File: config.mk
export PLATFORM = sky130hd
export DESIGN_NAME = smrb_ram
export DESIGN_NICKNAME = d
export VERILOG_FILES = /design/src/sv/smrb_ram.sv
export SDC_FILE = /design/constraint.sdc
export NUM_CORES = 1
export LEC_CHECK = 0
export ABC_CLOCK_PERIOD_IN_PS = 850
export BUFFER_PORTS_ARGS = -buffer_cell sky130_fd_sc_hd__buf_2
export CAP_MARGIN = 10
export CORE_ASPECT_RATIO = 1.25
export CORE_MARGIN = 2
export CORE_UTILIZATION = 44
export DETAILED_ROUTE_END_ITERATION = 16
export PLACE_DENSITY = 0.71
export SYNTH_ARGS = -nofsm -noshare
export SYNTH_HDL_FRONTEND = slang
export SYNTH_SLANG_ARGS = --single-unit
File: constraint.sdc
create_clock -name clk -period 0.85 [get_ports clk]
set_input_delay 0.0425 -clock clk [delete_from_list [all_inputs] [get_ports clk]]
set_output_delay 0.0425 -clock clk [all_outputs]
set_load 0.005 [all_outputs]
File: src/sv/smrb_ram.sv
// Generic simple dual-port RAM, one write port and one registered read port.
// No dependencies.
`timescale 1ns / 1ps
`default_nettype none
module smrb_ram #(
  parameter int WIDTH = 8,
  parameter int DEPTH = 2
) (
  input  wire logic                                     clk,
  input  wire logic                                     we,
  input  wire logic [(DEPTH > 1 ? $clog2(DEPTH) : 1)-1:0] waddr,
  input  wire logic [WIDTH-1:0]                         wdata,
  input  wire logic [(DEPTH > 1 ? $clog2(DEPTH) : 1)-1:0] raddr,
  output logic      [WIDTH-1:0]                         rdata
);

  logic [WIDTH-1:0] mem [DEPTH];

  always_ff @(posedge clk) begin
    if (we) begin
      mem[waddr] <= wdata;
    end
    rdata <= mem[raddr];
  end

endmodule
`default_nettype wire

Word level (Yosys, flattened, before mapping)
Memories as Yosys holds them, arrays and structs flattened. A register that Yosys moved wholly into a read port is not among the register bits.
Cells that the tools add are included.
{ "word_totals": {"input_bits": 12, "n_memories": 1, "output_inout_bits": 8, "ramBits": 16, "regBits": 0} }
{ "op_classes": {"mux": 2} }
{ "memory_table": {"columns": ["name", "words", "word_bits", "read_ports", "rd_ports_with_merged_regs", "write_ports", "line_no", "source"], "rows": [
  ["mem", 2, 8, 1, 1, 1, "17", "logic [WIDTH-1:0] mem [DEPTH];"]
]} }
{ "op_table": {"columns": ["op", "n"], "rows": [
  ["2-to-1 mux 1 bit", 2]
]} }

Logic depth before layout (Yosys ltp)
Gate-level depths: netlist of run 1.
{ "depth": {"depth_word": 2, "ltp_mapped": 2} }

Worst setup path before layout of run 1
Ideal clock, no wire load.
{ "synth_path": {"kind": "input-to-reg", "startpoint": "input port we", "endpoint": "memory mem[0][0], enable pin", "required_ps": 477, "setup_time_ps": 373, "arrival_ps": 463, "path_stages": 1, "slack_ps": 14, "cell_sequence": "nor2b_1"} }
{ "synth_between": {"elab_chain_cells": 2} }
{ "synth_rtl": {"columns": ["element", "line_no", "source"], "rows": [
  ["start: declaration", "10", "input wire logic we,"],
  ["2-to-1 mux 1 bit", "20", "if (we) begin"],
  ["2-to-1 mux 1 bit (implied by the code)", "21", "mem[waddr] <= wdata;"],
  ["end: declaration", "17", null]
]} }
No other way between the ends.

Worst setup path after layout of run 1
{ "layout_path": {"startpoint": "register rdata[2], read port of mem", "endpoint": "output port rdata[2]"} }
{ "layout_rtl": {"columns": ["element", "line_no", "source"], "rows": [
  ["start: declaration", "14", "output logic [WIDTH-1:0] rdata"]
]} }
No word-level cell between the ends.

==> summary.md, run 1 <==
• **buffering stage count on the worst path with inverters included** 1
• **commonest cells after routing, fill and taps aside** buf_2 (19), edfxtp_1 (16), mux2_4 (8), dlygate4sd3_1 (8), dfxtp_1 (8)
• **max-slew headroom at the worst pin** 0.775
• **CTS root buffer** clkbuf_4
• **Post-Syn Nets** 47
• **static leakage power** 0.422 nW
• **total number of vias** 380
• **number of storage elements in the synthesis netlist** 24
• **core occupancy in the finished layout** 0.590
• **number of cells produced by synthesis** 35
• **Critical Path End Type** output port
• **Std-Cell Core Area** 0.00172 mm²
• **first-pass GRT wire length** 1550 µm
• **number of global-route vias before repair** 382
• **via density per instance** 4.47
• **Power per Cell Area** 2060 mW/mm²
• **highest clock frequency the design can meet** 1290 MHz
• **share of cells above drive strength 1** 0.485
• **die boundary height** 51.2 µm
• **transition time of the tightest slew-check pin** 0.338 ns
• **Num CTS Buffers** 3
• **footprint of the multi-input gates** 133 µm²
• **data arrival time of the worst path** 0.73 ns
• **r2r worst-path depth** 1
• **largest stage delay on the critical path** 0.32 ns
• **total setup violations reported at the end of the flow** 0
• **Seq. cell area** 641 µm²
• **gr busiest metal** met2
• **cell-by-cell trace of the critical path** buf_2
• **WL final** 897 µm
• **Syn. warnings** 0
• **global placement routability congestion** 0.611
• **Std-Cell Rows** 17
• **Min Clock Period, post-route** 0.774 ns
• **number of optimization iterations in the first detailed-route pass** 2
• **nets@finish** 79
• **final max-slew violation count** 0
• **cts hold-fix bufs** 8
• **clock latency on the worst-skew pair** 0.30 ns
• **kind of cell adding the most delay to the critical path** flip-flops
• **CP Max Fanout** 1
• **post-CTS setup repair buffer count** 0
• **met3 GRT Util** 0.0424
• **post-synthesis instance area** 785 µm²
• **setup tns final** 0 ns
• **status** completed
• **GRT Total Usage** 0.100
• **ratio of final minimum period to clock period** 0.911
• **first-iteration detailed-routing DRC count** 5
• **leftover overflow at the end of global routing** 0
• **met2 usage** 0.172
• **total clock sinks** 24
• **count of maximum capacitance violations** 0
• **number of diodes** 0
• **number of instances resized during post-cts repair** 0
• **I/O pin total** 20
• **Post-Synthesis Mean Instance Area** 22.4 µm²
• **FILL cells** 129
• **leading cell type in the layout, fill and taps excluded** buf_2
• **remaining routing DRC violations** 0
• **cell at the slowest stage of the critical path** dfxtp_1
• **setup repair after global routing missed its margin** no
• **hold path startpoint** raddr
• **Clock transition at path regs** 0.12 ns
• **number of antenna violations at the first check in global routing** 0
• **area overhead of the layout relative to synthesis** 29.5%
• **capturing point of the worst reg2reg path** rdata[4]
• **Fin Clk Skew** 0.00296 ns
• **Worst Setup Path Type** reg2out
• **count of cells along the worst hold path** 2
• **starting density of the core** 0.455
• **largest net degree at the start of global routing** 14
• **share of synthesized area occupied by flip-flops and latches** 0.817
• **count of distinct cell types in the synthesized netlist** 6
• **CTS tree** yes
• **VDD IR max** 0.00125 V
• **path class of the lowest-slack min-delay path** in2reg
• **Worst EP required** 0.81 ns
• **Setup crit start kind** register
• **routed wirelength normalized by instance count** 10.6 µm
• **FF-to-FF setup slack** 0.10 ns
• **Bufs on Longest Clock Path** 2
• **horizontal die dimension** 41.8 µm
• **Post-DRT Antenna Nets** 0
• **port bufs** 19
• **Hold EP** rdata[7]
• **Reg2Reg Launch Point** mem[0][4]
• **Final Hold Viols** 0
• **total power** 0.00209 W
• **Die ar.** 0.00214 mm²
• **met1 Resource Use GR** 0.0972
• **# H-tree levels** 1
[worst max path at each step]
stage	end	slack [ns]	cells past startpoint	start
global route	rdata[2]	0.009	1	rdata[2]
global placement	mem[1][6]	0.06	2	waddr
CTS	rdata[2]	0.05	1	rdata[2]
floorplan	mem[0][0]	0.01	1	we
finish	rdata[2]	0.08	1	rdata[2]
detailed placement	mem[1][6]	0.04	2	waddr
[layout make-up]
| class | instances | share of cell area |
|---|---|---|
| Multi-Input combinational cell | 10 | 0.131 |
| Clock buffer | 4 | 0.0357 |
| Tap cell | 19 | 0.0234 |
| Timing Repair Buffer | 28 | 0.180 |
| Sequential cell | 24 | 0.631 |
[kinds of logic (layout without fill, tap and decap cells)]
family,after synthesis,after routing,synth area share
flip-flops,24,24,0.817
multiplexers,8,8,0.153
AND/OR/NAND/NOR,2,2,0.0160
buffers and inverters,1,32,0.0144
[power by group]
part / switching [W] / internal [W] / total (W)
registers: 0.0000190 / 0.00134 / 0.00135
clock network: 0.000296 / 0.000261 / 0.000556
logic: 0.0000612 / 0.000119 / 0.000181
[layer usage]
layer / part of all wire / routed length (µm) / vias to the layer above
li1: - / - / 192
met1: 0.42 / 381 / 169
met2: 0.48 / 428 / 17
met3: 0.089 / 80 / 2
met4: 0.0067 / 6 / 0
met5: 0 / 0 / -
[Yosys cell counts (all sizes together)]
library cell,instances,area share
edfxtp,16,0.61
dfxtp,8,0.20
mux2,8,0.15
and2,1,0.0080
buf,1,0.014
nor2b,1,0.0080
[through the flow]
step | setup slack [ns] | hold slack, ns | instances | cell area [µm²]
2_1_floorplan | 0.0141 | 0.141 | 35 | 785
4_1_cts | 0.0515 | 0.154 | 85 | 1020
3_3_place_gp | 0.0645 | 0.232 | 73 | 900
5_1_grt | 0.00912 | 0.154 | 85 | 1020
6_report | 0.0759 | 0.162 | 85 | 1020
3_5_place_dp | 0.0444 | 0.234 | 73 | 900
[state kept, by name (all words and copies together), names as in the netlist]
| name | count |
|---|---|
| mem | 16 |
| rdata | 8 |
Power figures use the tool's default switching activity.
==> run 2, diff against run 1 <==
Settings changed: ABC_AREA set to 1, CAP_MARGIN 10 to 20, CORE_UTILIZATION 44 to 43, PLACE_DENSITY 0.71 to 0.7, SKIP_LAST_GASP set to 1.
==> summary.md, run 2 <==
• **status** completed
• **Post-DRT Antenna Nets** 0
• **Worst EP required** 0.81 ns
• **leading cell type in the layout, fill and taps excluded** nand2_1
• **GRT Total Usage** 0.121
• **total number of vias** 453
• **Final Hold Viols** 0
• **post-CTS setup repair buffer count** 0
• **Design Area, Final** 0.00101 mm²
• **setup repair after global routing missed its margin** no
• **global placement routability congestion** 0.600
• **met3 GRT Util** 0.0212
• **number of instances resized during post-cts repair** 0
• **largest stage delay on the critical path** 0.33 ns
• **Critical Path End Type** output port
• **port bufs** 19
• **count of maximum capacitance violations** 0
• **via density per instance** 4.36
• **I/O pin total** 20
• **largest net degree at the start of global routing** 15
• **static leakage power** 0.452 nW
• **# H-tree levels** 1
• **post-synthesis instance area** 761 µm²
• **DPL Wire Length** 788 µm
• **starting density of the core** 0.442
• **Post-Syn Nets** 66
• **WL final** 1080 µm
• **clock latency on the worst-skew pair** 0.31 ns
• **CTS tree** yes
• **number of diodes** 0
• **FF-to-FF setup slack** 0.24 ns
• **data arrival time of the worst path** 0.75 ns
• **kind of cell adding the most delay to the critical path** flip-flops
• **VDD IR max** 0.00128 V
• **cell at the slowest stage of the critical path** dfxtp_1
• **transition time of the tightest slew-check pin** 0.285 ns
• **leading cell type by number of instances after synthesis** nand2_1
• **area overhead of the layout relative to synthesis** 32.6%
• **share of Yosys cell area claimed by the top area cell type** 0.632
• **Std-Cell Rows** 17
• **cts hold-fix bufs** 8
• **Syn. warnings** 0
• **clock network fraction of total power** 0.346
• **synth top area cells** edfxtp_1 (63%), dfxtp_1 (21%), nand2_1 (12%)
• **Regs by FF count** mem: 16 flops, rdata: 8 flops
• **remaining routing DRC violations** 0
• **setup tns final** 0 ns
• **met1 Resource Use GR** 0.119
• **first-iteration detailed-routing DRC count** 3
• **count of cells along the worst hold path** 3
• **buffering stage count on the worst path with inverters included** 1
• **Biggest register** mem
• **CTS root buffer** clkbuf_4
• **Post-Synthesis Mean Instance Area** 14.1 µm²
• **cell-by-cell trace of the critical path** buf_2
• **Num CTS Buffers** 3
• **max-slew headroom at the worst pin** 0.810
• **count of distinct cell types in the synthesized netlist** 7
• **share of cells above drive strength 1** 0.294
• **nets@finish** 98
• **net switching power figure** 0.000418 W
• **Worst Setup Path Type** reg2out
• **most frequent cells after synthesis** nand2_1 (25), edfxtp_1 (16), dfxtp_1 (8)
• **Clock transition at path regs** 0.13 ns
• **leftover overflow at the end of global routing** 0
• **relative contribution of combinational cells to total power** 0.068
• **number of storage elements in the synthesis netlist** 24
• **switching portion of total power** 0.181
• **share of synthesized area occupied by flip-flops and latches** 0.842
• **path class of the lowest-slack min-delay path** in2reg
• **gr busiest metal** met2
• **library cell occupying the most area in the post-synthesis netlist** edfxtp_1
• **number of global-route vias before repair** 468
• **placed standard-cell area** 876 µm²
• **highest clock frequency the design can meet** 1270 MHz
• **r2r worst-path depth** 2
• **Fin Clk Skew** 0.00580 ns
• **commonest cells after routing, fill and taps aside** nand2_1 (25), buf_2 (19), edfxtp_1 (16), dlygate4sd3_1 (8), dfxtp_1 (8)
• **Std-Cell Core Area** 0.00172 mm²
• **routed wirelength normalized by instance count** 10.4 µm
• **Async S/R FF share, synth** 0
• **Die ar.** 0.00212 mm²
• **Post-synth EDFFs** 16
• **internal power of the cells** 0.00189 W
• **final max-slew violation count** 0
• **Reg2Reg Launch Point** mem[0][1]
• **ratio of final minimum period to clock period** 0.928
• **capturing point of the worst reg2reg path** rdata[1]
• **Largest register FFs** 16
• **number of cells produced by synthesis** 54
• **Most used DFF post-synth** edfxtp_1
• **number of optimization iterations in the first detailed-route pass** 4
• **Hold EP** rdata[6]
• **first-pass GRT wire length** 1860 µm
• **hold path startpoint** raddr
• **number of antenna violations at the first check in global routing** 0
• **Setup crit start kind** register
• **CP Max Fanout** 1
• **Power per Cell Area** 2290 mW/mm²
• **Min Clock Period, post-route** 0.789 ns
• **met2 usage** 0.221
• **total clock sinks** 24
• **die boundary height** 51.0 µm
• **part of the power in registers** 0.586
• **total setup violations reported at the end of the flow** 0
• **horizontal die dimension** 41.6 µm
• **Bufs on Longest Clock Path** 2
==> run 2: cell count changes in the layout (fill, tap and decap cells not counted), sizes merged <==
cell / previous run / this run
nand2: 0 / 25
mux2: 8 / 0
inv: 0 / 3
and2: 1 / 0
bufinv: 0 / 1
clkbuf: 4 / 3
nor2: 0 / 1
nor2b: 1 / 0
==> run 2: logic make-up after synthesis <==
logic type | Yosys count | synth area share
AND/OR/NAND/NOR | 26 | 0.128
flip-flops | 24 | 0.842
buffers and inverters | 4 | 0.0296
==> run 2: how the worst max path moves through the flow <==
stage / startpoint / to / slack (ns) / depth (start not counted)
floorplan: we / mem[0][0] / 0.05 / 2
finish: rdata[0] / rdata[0] / 0.06 / 1
global placement: waddr / mem[1][7] / 0.13 / 3
CTS: rdata[0] / rdata[0] / 0.04 / 1
global route: rdata[0] / rdata[0] / 0.01 / 1
detailed placement: waddr / mem[1][5] / 0.11 / 3
==> run 2: metrics by stage <==
step	std cells	utilization	hold slack, ns	setup WS (ns)	total power [W]
CTS	104	0.585	0.0240	0.0385	0.00234
floorplan	54	-	0.141	0.0476	0.00144
detailed placement	92	0.508	0.239	0.109	0.00152
finish	104	0.585	0.0317	0.0610	0.00231
global route	104	0.585	0.0346	0.0112	0.00240
global placement	92	0.508	0.232	0.127	0.00150
==> run 2: layout make-up <==
cell class | count | area (µm²)
Fill cell | 156 | 714
Sequential cell | 24 | 641
Timing Repair Buffer | 28 | 183
Multi-Input combinational cell | 26 | 97.6
Clock inverter | 1 | 30.0
Tap cell | 19 | 23.8
Clock buffer | 3 | 22.5
Inverter | 3 | 11.3
==> run 2: power groups by stage <==
stage	Combinational, W	Clock (W)	Sequential (W)
floorplan	0.0000539	0	0.00138
global placement	0.000126	0	0.00138
detailed placement	0.000132	0	0.00138
CTS	0.000160	0.000823	0.00136
global route	0.000180	0.000860	0.00136
finish	0.000158	0.000800	0.00135
==> run 2: routing by layer <==
metal | routed length (µm) | vias up
met4 | 8 | 0
met3 | 43 | 2
met5 | 0 | -
met2 | 590 | 13
met1 | 434 | 200
li1 | - | 238
==> run 2: worst min-delay path: cells and delay by family <==
family / cells / cell delay, ns
buf+inv: 1 / 0.15
simple gates: 2 / 0.11
